$ cat src/hdl/brf_pkg.sv
// ----------------------------------------------------------------------------
// brf_pkg
// Shared types and constants of the byte ring buffer: operation codes,
// stream field widths and the controller command bundle.
// ----------------------------------------------------------------------------
package brf_pkg;

    // operation codes carried in the op field
    localparam logic [2:0] OP_PUSH     = 3'd0;
    localparam logic [2:0] OP_POP      = 3'd1;
    localparam logic [2:0] OP_PEEK     = 3'd2;
    localparam logic [2:0] OP_ADV_HEAD = 3'd3;
    localparam logic [2:0] OP_ADV_TAIL = 3'd4;
    localparam logic [2:0] OP_CLEAR    = 3'd5;

    // field widths
    localparam int OP_W    = 3;
    localparam int BYTE_W  = 8;
    localparam int AMT_W   = 14;
    localparam int CNT_W   = 14;
    localparam int CAPCFG_W = 15;

    // stream and configuration bus widths (whole bytes)
    localparam int IN_TDATA_W  = 32;
    localparam int OUT_TDATA_W = 72;
    localparam int CFG_DATA_W  = 16;

    // capacity after reset
    localparam int CAP_RESET = 10000;

    // commands from the controller to the datapath
    typedef struct packed {
        logic take_item;   // latch the accepted request
        logic exec;        // apply the operation, access the byte memory
        logic load_out;    // capture the result into the output register
        logic cfg_write;   // write the capacity register, empty the buffer
    } brf_cmd_t;

endpackage

$ cat src/hdl/brf_ctrl.sv
// ----------------------------------------------------------------------------
// brf_ctrl
// Controller of the byte ring buffer: sequences accept, execute and result
// capture of one request and drives the stream and configuration handshakes.
// ----------------------------------------------------------------------------
module brf_ctrl (
    input  logic              clk,
    input  logic              rst_n,
    input  logic              s_tvalid,
    output logic              s_tready,
    output logic              m_tvalid,
    input  logic              m_tready,
    input  logic              cfg_valid,
    output logic              cfg_ready,
    output brf_pkg::brf_cmd_t cmd
);

    typedef enum logic [1:0] {
        ST_IDLE,
        ST_EXEC,
        ST_RESP
    } state_t;

    state_t state_reg, state_next;
    logic   out_valid_reg, out_valid_next;
    logic   out_free;

    // next state and commands
    always_comb
    begin
        state_next     = state_reg;
        out_valid_next = out_valid_reg;
        out_free       = !out_valid_reg || m_tready;
        cmd            = '0;

        if (out_valid_reg && m_tready)
            out_valid_next = 1'b0;

        case (state_reg)
            ST_IDLE:
            begin
                cmd.cfg_write = cfg_valid;
                if (s_tvalid)
                begin
                    cmd.take_item = 1'b1;
                    state_next    = ST_EXEC;
                end
            end
            ST_EXEC:
            begin
                cmd.exec   = 1'b1;
                state_next = ST_RESP;
            end
            ST_RESP:
            begin
                if (out_free)
                begin
                    cmd.load_out   = 1'b1;
                    out_valid_next = 1'b1;
                    state_next     = ST_IDLE;
                end
            end
            default:
            begin
                state_next = ST_IDLE;
            end
        endcase
    end

    // state and registered outputs
    always_ff @(posedge clk or negedge rst_n)
    begin
        if (!rst_n)
        begin
            state_reg     <= ST_IDLE;
            out_valid_reg <= 1'b0;
        end
        else
        begin
            state_reg     <= state_next;
            out_valid_reg <= out_valid_next;
        end
    end

    assign s_tready  = (state_reg == ST_IDLE);
    assign cfg_ready = (state_reg == ST_IDLE);
    assign m_tvalid  = out_valid_reg;

endmodule

$ cat config.mk
export PLATFORM = sky130hd
export DESIGN_NAME = brf_ctrl
export DESIGN_NICKNAME = d
export VERILOG_FILES = /design/src/hdl/brf_pkg.sv /design/src/hdl/brf_ctrl.sv
export SDC_FILE = /design/constraint.sdc
export NUM_CORES = 1
export LEC_CHECK = 0
export BUFFER_PORTS_ARGS = -buffer_cell sky130_fd_sc_hd__clkbuf_2
export CAP_MARGIN = 20
export CORE_AREA = 2 2 39 41
export CTS_BUF_LIST = sky130_fd_sc_hd__clkbuf_2 sky130_fd_sc_hd__clkbuf_4 sky130_fd_sc_hd__clkbuf_8
export CTS_CLUSTER_DIAMETER = 50
export DETAILED_ROUTE_END_ITERATION = 8
export DIE_AREA = 0 0 41 43
export PLACE_DENSITY = 0.37
export SLEW_MARGIN = 15
export SYNTH_ARGS = -nofsm -noshare
export SYNTH_HDL_FRONTEND = slang
export SYNTH_SLANG_ARGS = --single-unit
$ cat constraint.sdc
create_clock -name clk -period 0.8 [get_ports clk]
set_input_delay 0 -clock clk [delete_from_list [all_inputs] [get_ports clk]]
set_output_delay 0 -clock clk [all_outputs]
set_load 0.02 [all_outputs]
Word level (Yosys, flattened, before mapping)
Cells that the tools add are included.

Register bits after elaboration: 3. Output and inout port bits: 7. Logic and storage cells: 23. Bits of input ports: 5.

Reductions and logical operators: 5. Eq/ne operators: 4. Muxes and demuxes: 12.

Operator list (number): 2-to-1 mux 1 bit (9); case mux 2 bit (3 select lines) (1); 2-to-1 mux 2 bit (2); != test 2 bit (second input constant) (2); == test 2 x 1 -> 1 bit (second input constant) (1); == test 2 bit (second input constant) (1); zero test 2 bit (1); AND reduction 2 bit (1); logical AND 1 bit (1); zero test 1 bit (1); logical OR 1 bit (1).

Longest topological paths before layout
Gate-level depths: netlist of run 1.

Word-level depth: 4. Mapped depth: 2. Depth with buffers taken out: 2.

Worst setup path before layout of run 1
Ideal clock, no wire load.

Path kind: reg2out. Start point: register state_reg[1]. End point: output port cmd[0] (netlist bit). Buffers on the path: 0. Stages on the path, launching flop included: 3. Path slack: -0.133 ns. Required time: 0.800 ns. Data arrival time: 0.933 ns. Cell sequence: dfrtp_1 nor2_2 and2_1.

RTL lines: start: declaration (RTL line brf_ctrl.sv:24) `state_t state_reg, state_next;`; start signal: assignment (RTL line brf_ctrl.sv:80) `state_reg <= state_next;`; end: declaration (RTL line brf_ctrl.sv:15) `output brf_pkg::brf_cmd_t cmd`.

==> results of run 1 <==
-- power by group through the flow --
stage          clock [mW]  combinational (mW)  sequential (mW)
2_1_floorplan           0               0.304            0.277
3_3_place_gp            0               0.430            0.250
3_5_place_dp            0               0.438            0.257
4_1_cts             0.310               0.696            0.249
5_1_grt             0.333               0.872            0.262
6_report            0.296               0.822            0.252
-- cell usage after synthesis (all sizes together) --
| master | n | area share, % |
|---|---|---|
| and2 | 3 | 13 |
| nor2 | 1 | 4.3 |
| nand2 | 1 | 2.6 |
| o21bai | 1 | 5.1 |
| nor2b | 2 | 10 |
| buf | 1 | 5.1 |
| dfrtp | 3 | 51 |
| nand2b | 2 | 8.5 |
-- worst max-delay path, stage by stage, from the launching register on --
cell,delay [ps]
dfrtp_1,410
nor2_4,150
and2_4,160
buf_8,100
-- stage by stage --
step                power, mW  utilization (%)  std cells  area, um^2
floorplan               0.581                -         14         166
CTS                      1.25             26.3         49         364
global placement        0.681             16.9         40         234
detailed placement      0.695             16.9         40         234
finish                   1.37             28.8         51         398
global route             1.47             28.8         51         398
-- path summary, 6_finish.rpt --
kind                       slack (ps)                       end                     start  cells after the start
max reg2reg                      -110  state_reg[1]$_DFFE_PN0P_  state_reg[1]$_DFFE_PN0P_                      4
min in group asynchronous         110  state_reg[0]$_DFFE_PN0P_                     rst_n                      2
max                              -250                    cmd[0]  state_reg[0]$_DFFE_PN0P_                      3
max in group asynchronous         560  state_reg[1]$_DFFE_PN0P_                     rst_n                      2
min reg2reg                       540        m_tvalid$_DFF_PN0_        m_tvalid$_DFF_PN0_                      2
min                                80        m_tvalid$_DFF_PN0_                  m_tready                      3
-- layer usage --
layer  global-route usage [%]  wire (um)  vias up
met4                     6.00          0        0
met2                     11.6        253       12
li1                         -          -       85
met1                     4.84        148       81
met5                        0          0        -
met3                     6.81         75        0
-- repair_timing --
item | in CTS | in global routing
endpoints found under the hold margin | 4 | 0
setup endpoints to repair | 8 | 9
gates resized for setup | 15 | 9
pin swaps | 3 | 3
buffers inserted | 3 | 2
hold buffers | 2 | 0
-- logic make-up (layout without fill, tap and decap cells) --
kind of cell | count (synthesis) | after routing | synth area share (%)
compound gates | 1 | 1 | 5.13
simple gates | 9 | 9 | 38.5
flops | 3 | 3 | 51.3
buf+inv | 1 | 22 | 5.13
-- area by class of cell --
type	instances	area, um^2
sequential	3	76.3
multi-input combinational	10	96.3
timing repair buffer	18	175
tap	16	20.0
fill	151	986
clock buffer	4	30.0
==> results.yml, run 1 <==
power_and_ir_drop:
  ir_drop_v: 0.00117
  power_frac_seq_pct: 18.4
  p_sw_mw: 0.467
  swShare_pct: 34.1
  p_int_mw: 0.903
  p_leak_nw: 0.200
  combPwrFrac_pct: 60.0
  clkPwrFrac_pct: 21.6
  power_per_cell_area_mw_per_mm2: 3440
synth:
  yosysSeqAreaShare_pct: 51.3
  syn_nets: 19
  ys_ff_latch: 3
  syn-cell-area_um2: 146
  yosys_warnings: 0
  yosysUniqueCellTypes: 9
  synth.avg_cell_area_um2: 10.5
  netlist_instances: 14
finish:
  layout_commonest_cell: "clkbuf_2"
  largest_register_ffs: 2
  diodes: 0
  fin_nets: 41
  area_delta_synth_final_pct: 172
  drive_gt1_share_pct: 80.0
  final_cell_mix: "clkbuf_2 (5), clkbuf_4 (4), buf_8 (4)"
clock_network:
  clkSlewWorstSetupHoldPaths_ps: 40
  cts_root_buf: "clkbuf_4"
  clock_sinks: 3
  cts_tree: "yes"
  cts-buffers-inserted: 3
  cts_buffer_depth: 2
  htreeDepth: 1
  clock_latency_ps: 230
grt:
  grt_overflow_total: 0
  grt_max_degree: 6
  first_global_vias: 211
  grt_pass1_wl_um: 793
  antenna_found_initial: 0
  grt.total_usage_pct: 7.44
critical_path:
  arrival_ps: 1050
  startpoint_type: "flip-flop"
  crit_type: "reg2out"
  crit_path_end_kind: "output port"
  required_ps: 800
  worst-path-max-fanout: 4
sta:
  clock.fmax_mhz: 954
  hold_slack_ps: 84.8
  setup_viol: 9
  min_period_ps: 1050
  tightest_slew_ps: 144
  rsz0062_at_grt: "yes"
  maxSlewViolCount: 0
  fin_crit_sh_pct: 131
  fin_skew_ps: 2.00
  setup_ws_ps: -249
  maxSlewHeadroom_pct: 90.4
  tns_ps: -1690
  hold_viol: 0
placed_design:
  io_buffers: 11
  place_congestion: 0.550
  pre_cts_slack_ps: -101
route:
  first_iter_violations: 2
  ant_nets: 0
  vias: 178
  wl_per_cell_um: 9.35
  vias_per_cell: 3.49
  drc: 0
  routed_wl_um: 477
  dr.pass1.iters: 2
die:
  rows: 14
  start_util_pct: 10.6
  dieWidth_um: 41
  dieArea_mm2: 0.00176
  core_area_mm2: 0.00138
  die_height_um: 43
  io_pins: 12
run_status:
  violations: "setup timing"
  status: "complete, but fails checks"
run:
  drv_cap: 0
worst_hold_path:
  hp-class: "in2reg"
No activity file was read; power rests on OpenSTA's default activity.
==> run 2: changes to the inputs <==
--- a/config.mk
+++ b/config.mk
@@ -13,6 +13,7 @@
 export DETAILED_ROUTE_END_ITERATION = 8
 export DIE_AREA = 0 0 41 43
 export PLACE_DENSITY = 0.37
+export REMOVE_ABC_BUFFERS = 1
 export SLEW_MARGIN = 15
 export SYNTH_ARGS = -nofsm -noshare
 export SYNTH_HDL_FRONTEND = slang
==> results.yml, run 2 (synthesis gave the netlist of run 1 again) <==
run_status:
  status: "complete, but fails checks"
  violations: "setup timing"
sta:
  fin_crit_sh_pct: 132
  min_period_ps: 1060
  tightest_slew_ps: 153
  setup_viol: 9
  hold_slack_ps: 63.8
  tns_ps: -1940
  clock.fmax_mhz: 944
  fin_skew_ps: 2.36
  maxSlewViolCount: 0
  hold_viol: 0
  rsz0062_at_grt: "yes"
  setup_ws_ps: -260
  maxSlewHeadroom_pct: 89.8
clock_network:
  htreeDepth: 1
  cts_buffer_depth: 2
  clkSlewWorstSetupHoldPaths_ps: 40
  clock_sinks: 3
  cts_root_buf: "clkbuf_4"
  cts_tree: "yes"
  clock_latency_ps: 240
  cts-buffers-inserted: 3
die:
  start_util_pct: 10.6
  core_area_mm2: 0.00138
  die_height_um: 43
  dieWidth_um: 41
  dieArea_mm2: 0.00176
  io_pins: 12
  rows: 14
grt:
  grt.total_usage_pct: 6.64
  antenna_found_initial: 0
  grt_max_degree: 5
  grt_overflow_total: 0
  first_global_vias: 175
  grt_pass1_wl_um: 690
finish:
  drive_gt1_share_pct: 75.0
  layout_commonest_cell: "buf_4"
  area_delta_synth_final_pct: 168
  fin_nets: 42
  multi_input_area_um2: 86.3
  final_cell_mix: "buf_4 (6), clkbuf_4 (4), clkbuf_2 (4)"
  diodes: 0
  fillers: 142
  seq_area_um2: 76.3
  finish.utilization_pct: 28.4
  largest_register_ffs: 2
critical_path:
  startpoint_type: "flip-flop"
  crit_path_end_kind: "output port"
  path_buf_inv: 1
  crit_type: "reg2out"
  cp_top_family: "flip-flops"
  rrSetupSlack_ps: -200
  worst-path-max-fanout: 4
  arrival_ps: 1060
  required_ps: 800
  crit_slowest_cell: "dfrtp_1"
  slowest_delay_ps: 410
  path_cells: "nor2_4, and2_4, buf_8"
placed_design:
  place_congestion: 0.576
  io_buffers: 11
route:
  dr.pass1.iters: 1
  routed_wl_um: 424
  drc: 0
  wl_per_cell_um: 8.15
  first_iter_violations: 0
  vias: 176
  ant_nets: 0
  vias_per_cell: 3.38
power_and_ir_drop:
  ir_drop_v: 0.00110
  p_total_mw: 1.36
  power_per_cell_area_mw_per_mm2: 3470
  p_leak_nw: 0.196
worst_hold_path:
  hp-class: "in2reg"
run:
  drv_cap: 0
==> run 2: timing repair <==
item | CTS | global route
resized for setup | 15 | 9
pin swaps | 1 | 4
hold endpoints to repair | 4 | 0
hold buffers | 2 | 0
gates cloned | 0 | 0
buffers inserted | 4 | 1
setup endpoints to repair | 7 | 10
==> run 2: power breakdown <==
group          switching (mW)  leakage, nW  internal, mW  total [mW]
Combinational           0.323        0.141         0.475       0.798
Sequential             0.0494       0.0371         0.204       0.253
Clock                  0.0908       0.0184         0.222       0.312
Total                   0.463        0.196         0.901        1.36
==> run 2: per-stage QoR <==
stage | instance area, um^2 | setup slack (ps) | std cells
after global routing | 393 | -334 | 52
after detailed placement | 221 | -93.8 | 41
final | 393 | -260 | 52
after CTS | 369 | -291 | 51
after global placement | 221 | -42.6 | 41
after floorplan | 139 | -285 | 13
==> run 2: worst min-delay path: stages <==
cell,delay [ps]
clkbuf_2,70
nand2b_1,120
nand2_1,60
==> run 2: area by class of cell <==
cell class                      count  area share, %
Clock buffer                        4           7.64
Multi-Input combinational cell     10           22.0
Sequential cell                     3           19.4
Tap cell                           16           5.10
Timing Repair Buffer               19           45.9
==> run 2: layer usage <==
metal	part of all wire [%]	GRT usage, %	routed length, um	up-vias
li1	-	-	-	85
met3	18	7.85	77	0
met2	42	8.75	179	15
met4	0	2.00	0	0
met1	39	6.47	167	76
met5	0	0	0	-
==> run 2: worst paths after layout <==
kind / startpoint / to / depth (start not counted)
min: m_tready / m_tvalid$_DFF_PN0_ / 3
max reg2reg: state_reg[0]$_DFFE_PN0P_ / state_reg[1]$_DFFE_PN0P_ / 4
max: state_reg[0]$_DFFE_PN0P_ / cmd[3] / 3
max in group asynchronous: rst_n / state_reg[1]$_DFFE_PN0P_ / 2
min reg2reg: m_tvalid$_DFF_PN0_ / m_tvalid$_DFF_PN0_ / 2
min in group asynchronous: rst_n / state_reg[1]$_DFFE_PN0P_ / 2
==> run 3: changes to the inputs <==
--- a/config.mk
+++ b/config.mk
@@ -12,7 +12,7 @@
 export CTS_CLUSTER_DIAMETER = 50
 export DETAILED_ROUTE_END_ITERATION = 8
 export DIE_AREA = 0 0 41 43
-export PLACE_DENSITY = 0.37
+export PLACE_DENSITY = 0.36
 export REMOVE_ABC_BUFFERS = 1
 export SLEW_MARGIN = 15
 export SYNTH_ARGS = -nofsm -noshare
==> constraint.sdc (replaced) <==
create_clock -name clk -period 1 [get_ports clk]
set_input_delay 0 -clock clk [delete_from_list [all_inputs] [get_ports clk]]
set_output_delay 0 -clock clk [all_outputs]
set_load 0.02 [all_outputs]
==> results.yml, run 3 (synthesis gave the netlist of run 1 again) <==
grt:
  grt_max_degree: 6
  grt.total_usage_pct: 5.84
  grt_overflow_total: 0
  antenna_found_initial: 0
  first_global_vias: 163
  grt_pass1_wl_um: 579
clock_network:
  clock_sinks: 3
  cts_tree: "yes"
  htreeDepth: 1
  clock_latency_ps: 230
  clkSlewWorstSetupHoldPaths_ps: 40
  cts_buffer_depth: 2
  cts-buffers-inserted: 3
  cts_root_buf: "clkbuf_4"
sta:
  maxSlewViolCount: 0
  maxSlewHeadroom_pct: 90.8
  setup_ws_ps: -54.5
  clock.fmax_mhz: 948
  fin_crit_sh_pct: 105
  rsz0062_at_grt: "yes"
  tightest_slew_ps: 138
  setup_viol: 3
  hold_viol: 0
  fin_skew_ps: 1.25
  min_period_ps: 1050
finish:
  area_delta_synth_final_pct: 114
  drive_gt1_share_pct: 71.0
  finish.utilization_pct: 22.6
  layout_commonest_cell: "clkbuf_2"
  fillers: 158
  fin_nets: 37
  largest_register_ffs: 2
  final_cell_mix: "clkbuf_2 (5), clkbuf_4 (4), buf_2 (3)"
  diodes: 0
  final_area_um2: 313
route:
  dr.pass1.iters: 2
  first_iter_violations: 2
  drc: 0
  vias_per_cell: 3.30
  ant_nets: 0
  routed_wl_um: 356
  wl_per_cell_um: 7.57
  vias: 155
power_and_ir_drop:
  p_sw_mw: 0.317
  combPwrFrac_pct: 49.2
  power_frac_seq_pct: 23.1
  power_per_cell_area_mw_per_mm2: 2760
  clkPwrFrac_pct: 27.7
  p_int_mw: 0.545
  ir_drop_v: 0.00111
  p_leak_nw: 0.158
  swShare_pct: 36.8
die:
  start_util_pct: 10.6
  die_height_um: 43
  dieArea_mm2: 0.00176
  io_pins: 12
  core_area_mm2: 0.00138
  dieWidth_um: 41
  rows: 14
critical_path:
  crit_path_end_kind: "output port"
  startpoint_type: "flip-flop"
  worst-path-max-fanout: 3
  rrSetupSlack_ps: 160
  r2r_cells: 2
  required_ps: 1000
  arrival_ps: 1050
  crit_type: "reg2out"
placed_design:
  pre_cts_slack_ps: 134
  io_buffers: 11
  place_congestion: 0.544
  hpwlAfterDp_um: 263
  placed_area_um2: 214
run_status:
  status: "complete, but fails checks"
  violations: "setup timing"
run:
  drv_cap: 0
worst_hold_path:
  min_path_cells: 3
  hp-class: "in2reg"
-- run 3: power by group through the flow --
stage	Clock (mW)	Combinational [mW]	Sequential [mW]
2_1_floorplan	0	0.186	0.209
3_3_place_gp	0	0.311	0.187
3_5_place_dp	0	0.312	0.191
4_1_cts	0.249	0.399	0.200
5_1_grt	0.272	0.453	0.204
6_report	0.239	0.424	0.199
-- run 3: metal layers --
layer  GRT usage [%]  vias to the layer above  part of all wire (%)
li1                -                       78                     -
met1            5.50                       65                    42
met2            6.25                       12                    41
met3            6.28                        0                    17
met4            6.00                        0                     0
met5               0                        -                     0
-- run 3: worst max-delay path, cell delays in order, from the launching register on --
cell	delay, ps
dfrtp_2	420
buf_4	150
nand2b_4	60
nor2b_1	40
buf_4	150
-- run 3: per-stage QoR --
stage / power, mW / hold WS [ps] / instances / setup TNS [ps]
3_5_place_dp: 0.503 / -199 / 40 / 0
4_1_cts: 0.849 / 56.2 / 47 / -295
5_1_grt: 0.928 / 86.6 / 47 / -425
3_3_place_gp: 0.498 / -202 / 40 / 0
2_1_floorplan: 0.395 / -296 / 13 / -197
6_report: 0.862 / 72.3 / 47 / -151
-- run 3: timing repair --
action                                  4_1_cts  5_1_grt
endpoints found under the hold margin         4        0
endpoints found under the setup margin        5        6
hold buffers                                  2        0
pin swaps                                     1        3
setup buffers                                 1        0
resized for setup                             8        8
-- run 3: path summary, 6_finish.rpt --
path                                               start                        to
worst max-delay path            state_reg[1]$_DFFE_PN0P_                    cmd[1]
worst min-delay path                            m_tready        m_tvalid$_DFF_PN0_
worst max register to register  state_reg[0]$_DFFE_PN0P_  state_reg[1]$_DFFE_PN0P_
worst min register to register        m_tvalid$_DFF_PN0_        m_tvalid$_DFF_PN0_
max in group asynchronous                          rst_n  state_reg[1]$_DFFE_PN0P_
min in group asynchronous                          rst_n        m_tvalid$_DFF_PN0_
-- run 3: final cells by class --
type | count | area (um^2) | share of cell area, %
flip-flops and latches | 3 | 76.3 | 24.4
clock buffers | 4 | 30.0 | 9.60
repair buffers | 14 | 105 | 33.6
well taps | 16 | 20.0 | 6.40
multi-input cells | 10 | 81.3 | 26.0
